`src/rtl/assert_macros.svh`:
```
// Assertion macros shared by the RTL of the prescaled timer/counter.
// No dependencies; included by files that carry concurrent assertions.
`ifndef ASSERT_MACROS_SVH
`define ASSERT_MACROS_SVH

// Clocked check on clk, disabled while arst_n is low.
`define PTC_ASSERT(label, prop, msg) \
	label: assert property (@(posedge clk) disable iff (!arst_n) prop) else $error(msg);

// Clocked implication on clk, disabled while arst_n is low.
`define PTC_ASSERT_IMPL(label, ante, cons, msg) \
	label: assert property (@(posedge clk) disable iff (!arst_n) (ante) |=> (cons)) \
		else $error(msg);

`endif

```
`src/rtl/ptc_pkg.sv`:
```
// Package for the prescaled 8/16-bit timer/counter: codes, field types and structs.
// No dependencies; imported by every module of the block.
package ptc_pkg;

	// Operation code of one input transaction
	typedef enum logic [1:0] {
		FUNC_TICK    = 2'd0,
		FUNC_WR_LOW  = 2'd1,
		FUNC_WR_HIGH = 2'd2,
		FUNC_CLR_OVF = 2'd3
	} func_t;

	// Configuration register indexes
	localparam int CFG_IDX_W  = 3;
	localparam int CFG_DATA_W = 8;
	typedef enum logic [CFG_IDX_W-1:0] {
		REG_TIMER_ENABLE     = 3'd0,
		REG_EIGHT_BIT_MODE   = 3'd1,
		REG_EXTERNAL_CLOCK   = 3'd2,
		REG_FALLING_EDGE     = 3'd3,
		REG_PRESCALER_BYPASS = 3'd4,
		REG_PRESCALE_SELECT  = 3'd5
	} cfg_idx_t;

	localparam int PRESCALE_W = 9;
	localparam int SELECT_W   = 3;

	// Configuration as seen by the counting logic
	typedef struct packed {
		logic                timer_enable;
		logic                eight_bit_mode;
		logic                external_clock;
		logic                falling_edge;
		logic                prescaler_bypass;
		logic [SELECT_W-1:0] prescale_select;
	} cfg_t;

	// One input item
	typedef struct packed {
		func_t      func;
		logic [7:0] write_data;
		logic       pin_level;
		logic       low_byte_touched;
	} item_t;

	// One result item
	typedef struct packed {
		logic [7:0] count_low;
		logic [7:0] count_high;
		logic       overflow_flag;
	} result_t;

endpackage

```
`src/rtl/ptc_cfg.sv`:
```
// Configuration register file of the prescaled timer/counter.
// Depends on ptc_pkg.
module ptc_cfg import ptc_pkg::*; (
	input  logic                  clk,
	input  logic                  arst_n,
	input  logic                  wr_en,
	input  logic [CFG_IDX_W-1:0]  wr_index,
	input  logic [CFG_DATA_W-1:0] wr_data,
	output cfg_t                  cfg
);

	cfg_t cfg_q;

	// Register writes; unknown indexes are dropped
	always_ff @(posedge clk or negedge arst_n) begin
		if (!arst_n) begin
			cfg_q <= '{timer_enable: 1'b1, eight_bit_mode: 1'b1, external_clock: 1'b1,
				falling_edge: 1'b1, prescaler_bypass: 1'b1, prescale_select: '1};
		end else if (wr_en) begin
			case (cfg_idx_t'(wr_index))
				REG_TIMER_ENABLE:     cfg_q.timer_enable     <= wr_data[0];
				REG_EIGHT_BIT_MODE:   cfg_q.eight_bit_mode   <= wr_data[0];
				REG_EXTERNAL_CLOCK:   cfg_q.external_clock   <= wr_data[0];
				REG_FALLING_EDGE:     cfg_q.falling_edge     <= wr_data[0];
				REG_PRESCALER_BYPASS: cfg_q.prescaler_bypass <= wr_data[0];
				REG_PRESCALE_SELECT:  cfg_q.prescale_select  <= wr_data[SELECT_W-1:0];
				default: ;
			endcase
		end
	end

	assign cfg = cfg_q;

endmodule

```
`src/rtl/ptc_core.sv`:
```
// Timer state and next-state logic: edge detect, prescaler, 8/16-bit count, overflow.
// Depends on ptc_pkg.
module ptc_core import ptc_pkg::*; (
	input  logic    clk,
	input  logic    arst_n,
	input  cfg_t    cfg,
	input  item_t   item,
	input  logic    fire,
	output result_t result_nxt
);

	logic [PRESCALE_W-1:0] prescale_q, prescale_nxt, prescale_inc, prescale_limit;
	logic                  prev_pin_q, prev_pin_nxt;
	logic [7:0]            low_q, low_nxt;
	logic [7:0]            high_q, high_nxt;
	logic                  ovf_q, ovf_nxt;
	logic                  event_hit, bump;

	// Counting event qualification and prescaler
	always_comb begin
		if (!cfg.external_clock)
			event_hit = 1'b1;
		else if (!cfg.falling_edge)
			event_hit = !prev_pin_q && item.pin_level;
		else
			event_hit = prev_pin_q && !item.pin_level;
		event_hit      = event_hit && cfg.timer_enable;
		prescale_inc   = item.low_byte_touched ? '0 : prescale_q + 1'b1;
		prescale_limit = PRESCALE_W'(2) << cfg.prescale_select;
		bump           = event_hit && (cfg.prescaler_bypass || prescale_inc >= prescale_limit);
	end

	// Next state per function code
	always_comb begin
		prescale_nxt = prescale_q;
		prev_pin_nxt = prev_pin_q;
		low_nxt      = low_q;
		high_nxt     = high_q;
		ovf_nxt      = ovf_q;
		case (item.func)
			FUNC_TICK: begin
				prev_pin_nxt = item.pin_level;
				if (event_hit)
					prescale_nxt = bump ? '0 : prescale_inc;
				if (bump) begin
					low_nxt = low_q + 8'd1;
					if (low_q == 8'hFF) begin
						if (cfg.eight_bit_mode) begin
							ovf_nxt = 1'b1;
						end else begin
							high_nxt = high_q + 8'd1;
							if (high_q == 8'hFF)
								ovf_nxt = 1'b1;
						end
					end
				end
			end
			FUNC_WR_LOW:  low_nxt  = item.write_data;
			FUNC_WR_HIGH: high_nxt = item.write_data;
			FUNC_CLR_OVF: ovf_nxt  = 1'b0;
			default: ;
		endcase
	end

	// State update once per transaction leaving the input stage
	always_ff @(posedge clk or negedge arst_n) begin
		if (!arst_n) begin
			prescale_q <= '0;
			prev_pin_q <= 1'b0;
			low_q      <= '0;
			high_q     <= '0;
			ovf_q      <= 1'b0;
		end else if (fire) begin
			prescale_q <= prescale_nxt;
			prev_pin_q <= prev_pin_nxt;
			low_q      <= low_nxt;
			high_q     <= high_nxt;
			ovf_q      <= ovf_nxt;
		end
	end

	assign result_nxt = '{count_low: low_nxt, count_high: high_nxt, overflow_flag: ovf_nxt};

endmodule

```
`src/rtl/prescaled_timer_counter_8_16.sv`:
```
// Prescaled 8/16-bit timer/counter: one tick or bus access per input transaction, one
// result transaction per input giving the count bytes and the sticky overflow flag.
// An input transaction is registered, then processed in one pass into the result
// register when that register is free or being drained, and out_valid is driven by
// the result register. The block sustains one transaction per cycle; the only limit
// is out_ready, through the input and result registers. Configuration writes are
// always accepted (cfg_ready is tied high) and must only be issued while no
// transaction is in flight.
// Depends on ptc_pkg, ptc_cfg, ptc_core and assert_macros.svh.
`include "assert_macros.svh"

module prescaled_timer_counter_8_16 import ptc_pkg::*; (
	input  logic                  clk,
	input  logic                  arst_n,
	// configuration write channel
	input  logic                  cfg_valid,
	output logic                  cfg_ready,
	input  logic [CFG_IDX_W-1:0]  cfg_index,
	input  logic [CFG_DATA_W-1:0] cfg_data,
	// input channel
	input  logic                  in_valid,
	output logic                  in_ready,
	input  logic [1:0]            func,
	input  logic [7:0]            write_data,
	input  logic                  pin_level,
	input  logic                  low_byte_touched,
	// result channel
	output logic                  out_valid,
	input  logic                  out_ready,
	output logic [7:0]            count_low,
	output logic [7:0]            count_high,
	output logic                  overflow_flag
);

	cfg_t    cfg;
	item_t   item_s1;
	logic    valid_s1;
	result_t result_nxt;
	result_t result_s2;
	logic    valid_s2;
	logic    out_free, fire;

	assign cfg_ready = 1'b1;

	ptc_cfg u_cfg (
		.clk      (clk),
		.arst_n   (arst_n),
		.wr_en    (cfg_valid && cfg_ready),
		.wr_index (cfg_index),
		.wr_data  (cfg_data),
		.cfg      (cfg)
	);

	// Handshake: stage 1 moves on when the result register is free or being drained
	assign out_free = !valid_s2 || out_ready;
	assign fire     = valid_s1 && out_free;
	assign in_ready = !valid_s1 || out_free;

	// Input register
	always_ff @(posedge clk or negedge arst_n) begin
		if (!arst_n) begin
			valid_s1 <= 1'b0;
		end else if (in_ready) begin
			valid_s1 <= in_valid;
		end
	end

	always_ff @(posedge clk) begin
		if (in_valid && in_ready)
			item_s1 <= '{func: func_t'(func), write_data: write_data,
				pin_level: pin_level, low_byte_touched: low_byte_touched};
	end

	ptc_core u_core (
		.clk        (clk),
		.arst_n     (arst_n),
		.cfg        (cfg),
		.item       (item_s1),
		.fire       (fire),
		.result_nxt (result_nxt)
	);

	// Result register
	always_ff @(posedge clk or negedge arst_n) begin
		if (!arst_n) begin
			valid_s2  <= 1'b0;
			result_s2 <= '0;
		end else if (out_free) begin
			valid_s2 <= valid_s1;
			if (valid_s1)
				result_s2 <= result_nxt;
		end
	end

	assign out_valid     = valid_s2;
	assign count_low     = result_s2.count_low;
	assign count_high    = result_s2.count_high;
	assign overflow_flag = result_s2.overflow_flag;

	// Checks
	`PTC_ASSERT(a_stall_blocks_input, (valid_s1 && valid_s2 && !out_ready) |-> !in_ready, "input taken while both stages are stalled")
	`PTC_ASSERT_IMPL(a_ovf_from_tick, fire && item_s1.func != FUNC_TICK && item_s1.func != FUNC_CLR_OVF, overflow_flag == $past(overflow_flag) || $past(valid_s2), "overflow flag changed by a count write")
	`PTC_ASSERT_IMPL(a_write_low, fire && item_s1.func == FUNC_WR_LOW, count_low == $past(item_s1.write_data), "low byte write not reflected in result")
	`PTC_ASSERT_IMPL(a_clear_ovf, fire && item_s1.func == FUNC_CLR_OVF, !overflow_flag, "overflow flag not cleared")

endmodule

```
`config.mk`:
```
export PLATFORM = sky130hd
export DESIGN_NAME = prescaled_timer_counter_8_16
export DESIGN_NICKNAME = d
export VERILOG_FILES = /design/src/rtl/ptc_pkg.sv /design/src/rtl/ptc_cfg.sv /design/src/rtl/ptc_core.sv /design/src/rtl/prescaled_timer_counter_8_16.sv
export VERILOG_INCLUDE_DIRS = /design/src /design/src/rtl
export SDC_FILE = /design/constraint.sdc
export NUM_CORES = 1
export LEC_CHECK = 0
export BUFFER_PORTS_ARGS = -buffer_cell sky130_fd_sc_hd__buf_2
export CAP_MARGIN = 20
export CORE_UTILIZATION = 55
export CTS_CLUSTER_DIAMETER = 200
export DETAILED_ROUTE_END_ITERATION = 10
export PLACE_DENSITY = 0.73
export SYNTH_ARGS = -nofsm -noshare
export SYNTH_HDL_FRONTEND = slang
export SYNTH_HIERARCHICAL = 1
export SYNTH_SLANG_ARGS = --single-unit
```
`constraint.sdc`:
```
create_clock -name clk -period 4.65 [get_ports clk]
set_clock_uncertainty 0.15 [all_clocks]
set_input_delay 0.465 -clock clk [delete_from_list [all_inputs] [get_ports clk]]
set_output_delay 0.465 -clock clk [all_outputs]
set_load 0.02 [all_outputs]
```
==> impl_metrics.yaml, run 1 <==
outcome:
  outcome: "completed"
timing:
  setup_slack_ns: 1.04
  hold_viol: 0
  rsz0062_at_grt: "no"
  setup_viol: 0
  finalMaxSlewViolations: 0
  period_share_pct: 77.7
  tightest_slew_ns: 0.856
  fin_tns_setup_ns: 0
  slew_headroom_pct: 42.7
  post-route-min-period_ns: 3.61
  fmax_mhz: 277
  hold_slack_ns: 0.0837
clocking:
  root_buffer: "clkbuf_8"
  cts_inserted_buffers: 9
  cts_tree: "yes"
  cts_htree_levels: 3
  cts_max_path_buffers: 2
  ctsResizeCount: 0
  cts_hold_buf: 0
  cts_setup_buffers: 0
  clock_latency_ns: 0.35
  clk_pin_slew_worst_paths_ns: 0.07
  clock_sinks: 66
yosys:
  synth_top_area_cell: "dfrtp_1"
  syn_inst: 372
  synth_edf_count: 12
  ys_seq_elements: 66
  ys_async_sr_fraction_pct: 81.8
  synth_ff_type: "dfrtp_1"
  syn_avg_cell_area_sq_um: 10.8
  synth_compound_area_share_pct: 16.3
  synthXorXnorAreaFrac_pct: 3.49
  ys_warn_count: 6
  ys_types: 64
  synth.area.top_cells: "dfrtp_1 (29%), edfxtp_1 (9.0%), a22oi_1 (5.6%), dfstp_2 (5.2%), mux2_4 (4.9%)"
  synth_top_family_by_area: "simple AND/OR/NAND/NOR gates"
  synth-simple-area-share_pct: 18.2
  yosys-mux-area-fraction_pct: 11.0
  syn_nets: 414
  synth_top_area_share_pct: 28.6
  yosysSeqAreaShare_pct: 42.8
  synth_fa_ha_area_share_pct: 4.36
  syn_area_sq_um: 4020
pwr:
  swShare_pct: 36.3
  pwr-share-seq_pct: 44.4
  p_leak_nw: 1.84
  power_mw: 2.00
  combPwrFrac_pct: 33.7
  p_int_mw: 1.27
  p_per_area_nw_per_um2: 453
  vdd_drop_max_v: 0.000300
  switchingPower_uw: 726
  p_clk_share_pct: 21.9
grt:
  grt_pass1_vias: 2815
  grt.overflow.total: 0
  grt_max_degree: 55
  grt_pass1_wl_um: 13700
  antenna_found_initial: 0
  grt_use_total_pct: 23.7
setup_path:
  setup.worst_path.start: "u_core/prescale_q[2]$_DFFE_PN0P_"
  end_kind: "flip-flop"
  critPathMaxFanout: 8
  cpMostUsedCell: "or3_1"
  slowest_stage: "dfrtp_1"
  critPathKind: "flip-flop to flip-flop"
  start_kind: "flip-flop"
  rr_startpoint: "u_core/prescale_q[2]$_DFFE_PN0P_"
  worstPathArrival_ns: 3.69
  required_ns: 4.73
  slowest_delay_ns: 0.45
  crit_chain: "nand3_1 -> or3_1 -> a21oi_1 -> ha_1 -> and3_1 -> a221o_1 -> a22oi_4 -> or3_1 -> o211ai_2 -> mux2_2"
finish:
  ff_latch_area_sq_um: 1720
  final_core_util_pct: 63.5
  finalNetCount: 447
  multi_input_area_sq_um: 2150
  final_layout_size_suffix_gt1_share_pct: 27.6
  area_delta_synth_final_pct: 9.78
  fillers: 564
  antenna_cells: 0
routing:
  post_drt_wl_per_cell_um: 16.3
  ant_nets: 0
  drtIter0Drc: 257
  firstDrtPassIters: 5
  routed_wirelength_um: 8230
  dr_total_vias: 2968
  vias_per_cell: 5.87
  drc_errors: 0
floorplanning:
  coreArea_sq_um: 6940
  die_h_um: 87.5
  start_util_pct: 57.9
  ios: 48
  die-area_sq_um: 7650
  num_rows: 30
  die_x_um: 87.5
placed_design:
  place_hpwl_um: 5590
  finalWeightedCongestion: 0.882
  port_buffers: 41
  place_ws_ns: 1.06
run:
  max_cap_viol_count: 0
min_path:
  min_path_type: "primary input to asynchronous set/reset pin"
kinds of logic after synthesis:
kind of cell | after synthesis
XOR/XNOR | 16
AND/OR/NAND/NOR | 118
flip-flops | 66
AO/OA/AOI/OAI | 92
other | 1
multiplexers | 36
buffers and inverters | 29
adder cells (fa/ha/maj) | 14
worst paths after layout:
kind	end	slack, ns	depth (start not counted)
worst max-delay path	count_high[1]$_DFFE_PN0P_	1.04	10
worst max register to register	count_high[1]$_DFFE_PN0P_	1.04	10
min in group clk	item_s1[9]$_DFFE_PP_	0.14	1
worst min register to register	count_low[6]$_DFFE_PN0P_	0.35	1
max in group asynchronous	u_core/ovf_q$_DFFE_PN0P_	3.79	2
worst min-delay path	u_core/prescale_q[5]$_DFFE_PN0P_	0.08	2
layout by cell type, fill, tap and decap left out, types with 2 or more instances in the layout:
master / Yosys / final
clkinv_2: 0 / 3
xnor2_1: 9 / 9
mux2_2: 13 / 13
and2_1: 3 / 3
nor2b_1: 10 / 10
inv_1: 8 / 8
edfxtp_1: 12 / 12
nor3_2: 3 / 3
clkbuf_1: 11 / 2
and3_1: 5 / 5
ha_1: 14 / 14
mux2_4: 13 / 13
a21oi_1: 4 / 4
o211ai_2: 4 / 4
nand4b_1: 2 / 2
nand3b_1: 9 / 9
dfstp_2: 8 / 8
nor3_1: 2 / 2
or3_1: 6 / 6
a22o_1: 4 / 4
a22oi_1: 30 / 30
mux2i_1: 9 / 9
o21ai_1: 29 / 29
nand3_1: 13 / 13
buf_2: 2 / 41
nand2_1: 25 / 25
nand3_2: 2 / 2
clkbuf_8: 0 / 11
xor2_1: 7 / 7
o211ai_1: 3 / 3
and4bb_1: 3 / 3
nand2b_1: 3 / 3
nand4_1: 5 / 5
dfrtp_1: 46 / 46
o21ai_0: 8 / 8
nor2_1: 15 / 15
state kept, by name, indices dropped and copies added (netlist names):
signal	count
overflow_flag	1
u_core/high_q	8
u_core/low_q	8
item_s1	12
out_valid	1
u_core/ovf_q	1
valid_s1	1
u_core/prev_pin_q	1
u_cfg/cfg	8
count_high	8
count_low	8
u_core/prescale_q	9
synthesized netlist by cell type (all sizes together), types with 8 or more instances:
| master | number |
|---|---|
| o21ai | 37 |
| clkbuf | 12 |
| ha | 14 |
| dfstp | 8 |
| nand3 | 15 |
| a22oi | 31 |
| buf | 8 |
| mux2i | 9 |
| edfxtp | 12 |
| nor2 | 15 |
| xnor2 | 9 |
| inv | 9 |
| nor2b | 10 |
| nand3b | 9 |
| dfrtp | 46 |
| nand2 | 26 |
| mux2 | 27 |
through the flow:
stage	cell area, sq um	cells
floorplan	4020	372
global placement	4240	490
detailed placement	4240	490
CTS	4410	506
global route	4410	506
finish	4410	506
power groups by stage:
stage | sequential [mW] | combinational [mW] | clock, mW
after global placement | 0.887 | 0.655 | 0
after global routing | 0.914 | 0.742 | 0.469
final | 0.887 | 0.672 | 0.438
after CTS | 0.886 | 0.672 | 0.447
after detailed placement | 0.895 | 0.669 | 0
after floorplan | 0.920 | 0.478 | 0
worst max-delay path, delay by kind of cell, from the launching register on:
kind / cells / cell delay [ns]
mux: 1 / 0.28
compound gates: 4 / 1.14
simple gates: 4 / 1.18
fa+ha+maj: 1 / 0.29
flops: 1 / 0.45
routing by layer:
layer	vias up	part of all wire, %	track usage (%)
met5	-	0	0
met4	0	2.7	12.4
met3	22	5.2	3.79
met2	103	44	35.4
met1	1399	48	33.1
li1	1444	-	-
area by class of cell:
class                           instances  area share, %
Clock buffer                           13           3.60
Clock inverter                          3          0.340
Sequential cell                        66           39.0
Inverter                                9          0.766
Multi-Input combinational cell        277           48.7
Tap cell                               96           2.72
Timing Repair Buffer                   42           4.82
Note: power is estimated with default switching activity, not from simulation.
==> inputs of run 2 (changes only) <==
--- a/config.mk
+++ b/config.mk
@@ -8,10 +8,10 @@
 export LEC_CHECK = 0
 export BUFFER_PORTS_ARGS = -buffer_cell sky130_fd_sc_hd__buf_2
 export CAP_MARGIN = 20
-export CORE_UTILIZATION = 55
+export CORE_UTILIZATION = 54
 export CTS_CLUSTER_DIAMETER = 200
 export DETAILED_ROUTE_END_ITERATION = 10
-export PLACE_DENSITY = 0.73
+export PLACE_DENSITY = 0.75
 export SYNTH_ARGS = -nofsm -noshare
 export SYNTH_HDL_FRONTEND = slang
 export SYNTH_HIERARCHICAL = 1
==> constraint.sdc (replaced) <==
create_clock -name clk -period 2.9 [get_ports clk]
set_clock_uncertainty 0.15 [all_clocks]
set_input_delay 0.29 -clock clk [delete_from_list [all_inputs] [get_ports clk]]
set_output_delay 0.29 -clock clk [all_outputs]
set_load 0.02 [all_outputs]
==> impl_metrics.yaml, run 2 (synthesis gave the netlist of run 1 again) <==
finish:
  design_area_sq_um: 5200
  layout_commonest_cell: "buf_4"
  antenna_cells: 0
  finalNetCount: 516
  reg.largest.list: "item_s1 x12, u_core/prescale_q x9"
  top_register: "item_s1"
  area_delta_synth_final_pct: 29.4
  largest_reg_flops: 12
  final_cell_mix: "buf_4 (50), dfrtp_1 (46), buf_2 (41)"
  final_layout_size_suffix_gt1_share_pct: 40.9
clocking:
  cts_inserted_buffers: 9
  root_buffer: "clkbuf_8"
  clock_sinks: 66
  cts_max_path_buffers: 2
  cts_tree: "yes"
  clock_latency_ns: 0.35
  cts_htree_levels: 3
  clk_pin_slew_worst_paths_ns: 0.06
grt:
  grt_pass1_vias: 3139
  grt_use_total_pct: 26.4
  antenna_found_initial: 0
  grt.overflow.total: 0
  grt_max_degree: 55
  grt_pass1_wl_um: 15200
outcome:
  violations: "negative setup slack"
  outcome: "finished with violations"
setup_path:
  critPathMaxFanout: 4
  worstPathArrival_ns: 3.41
  required_ns: 2.98
  critPathKind: "flip-flop to flip-flop"
  start_kind: "flip-flop"
  end_kind: "flip-flop"
timing:
  finalMaxSlewViolations: 0
  setup_viol: 36
  hold_viol: 0
  setup_slack_ns: -0.422
  period_share_pct: 115
  rsz0062_at_grt: "yes"
  tightest_slew_ns: 0.661
  post-route-min-period_ns: 3.32
  slew_headroom_pct: 55.6
  fmax_mhz: 301
routing:
  vias_per_cell: 5.82
  ant_nets: 0
  firstDrtPassIters: 5
  routed_wirelength_um: 9820
  drc_errors: 0
  dr_total_vias: 3365
  post_drt_wl_per_cell_um: 17.0
  drtIter0Drc: 217
placed_design:
  place_hpwl_um: 6170
  placed_cell_area_sq_um: 4550
  port_buffers: 41
  finalWeightedCongestion: 0.894
pwr:
  p_int_mw: 2.29
  p_leak_nw: 2.23
  combPwrFrac_pct: 40.1
  swShare_pct: 35.8
  switchingPower_mw: 1.28
  p_clk_share_pct: 19.9
  pwr-share-seq_pct: 40.0
  power_mw: 3.57
  p_per_area_nw_per_um2: 687
  vdd_drop_max_v: 0.000507
floorplanning:
  start_util_pct: 55.7
  die_x_um: 88.3
  num_rows: 31
  die-area_sq_um: 7790
  ios: 48
  die_h_um: 88.3
  coreArea_sq_um: 7210
run:
  max_cap_viol_count: 0
min_path:
  min_path_type: "primary input to flip-flop"
[run 2: critical path, stage by stage, from the launching register on]
cell	delay (ns)
dfrtp_1	0.35
and3_4	0.20
nand2_2	0.07
or3_1	0.33
a21oi_2	0.17
ha_1	0.30
and3_4	0.21
a221o_2	0.43
a22oi_4	0.25
buf_4	0.15
mux2i_1	0.21
o21ai_1	0.11
mux2_4	0.28
[run 2: final timing paths]
check | slack, ns | depth (start not counted) | endpoint | from
worst max-delay path | -0.42 | 12 | count_low[1]$_DFFE_PN0P_ | u_core/prescale_q[3]$_DFFE_PN0P_
worst min register to register | 0.36 | 1 | count_high[2]$_DFFE_PN0P_ | count_high[2]$_DFFE_PN0P_
worst min-delay path | 0.05 | 2 | u_cfg/cfg[2]$_DFFE_PN1P_ | cfg_data[2]
max in group asynchronous | 1.99 | 3 | u_cfg/cfg[6]$_DFFE_PN1P_ | arst_n
worst max register to register | -0.42 | 12 | count_low[1]$_DFFE_PN0P_ | u_core/prescale_q[3]$_DFFE_PN0P_
min in group asynchronous | 0.30 | 3 | u_core/prescale_q[2]$_DFFE_PN0P_ | arst_n
[run 2: through the flow]
stage	setup TNS (ns)	setup slack [ns]	hold slack (ns)	std cells	util, %
floorplan	-3.46	-0.238	-0.156	372	-
global placement	-7.05	-0.376	0.162	528	63.1
detailed placement	-10.93	-0.474	0.162	528	63.1
CTS	-8.95	-0.400	0.0309	569	69.7
global route	-14.39	-0.543	0.0570	578	72.1
finish	-10.16	-0.422	0.0476	578	72.1
[run 2: layout make-up]
cell class	count	area [sq um]
multi-input combinational	278	2350
sequential	66	1720
fill	516	2010
tap	99	124
inverter	9	33.8
clock buffer	16	180
timing repair buffer	110	795
[run 2: power by group through the flow]
stage | combinational, mW | clock, mW | sequential [mW]
2_1_floorplan | 0.770 | 0 | 1.48
3_3_place_gp | 1.19 | 0 | 1.41
3_5_place_dp | 1.22 | 0 | 1.42
4_1_cts | 1.32 | 0.728 | 1.42
5_1_grt | 1.54 | 0.759 | 1.46
6_report | 1.43 | 0.710 | 1.43
[run 2: what timing repair did]
item                                    in CTS  in global routing
resized for setup                           14                 23
cloned                                       1                  0
hold buffers                                14                  0
endpoints found under the setup margin      35                 42
pin swaps                                    9                 15
hold endpoints to repair                    59                  0
setup buffers                               11                  9
[run 2: layer usage]
layer	global-route usage (%)	routed length [um]	part of all wire (%)	vias to the layer above
met5	0	0	0	-
met4	10.9	203	2.1	0
met3	5.22	480	4.9	20
met2	43.3	4750	48	114
met1	34.3	4390	45	1642
li1	-	-	-	1589
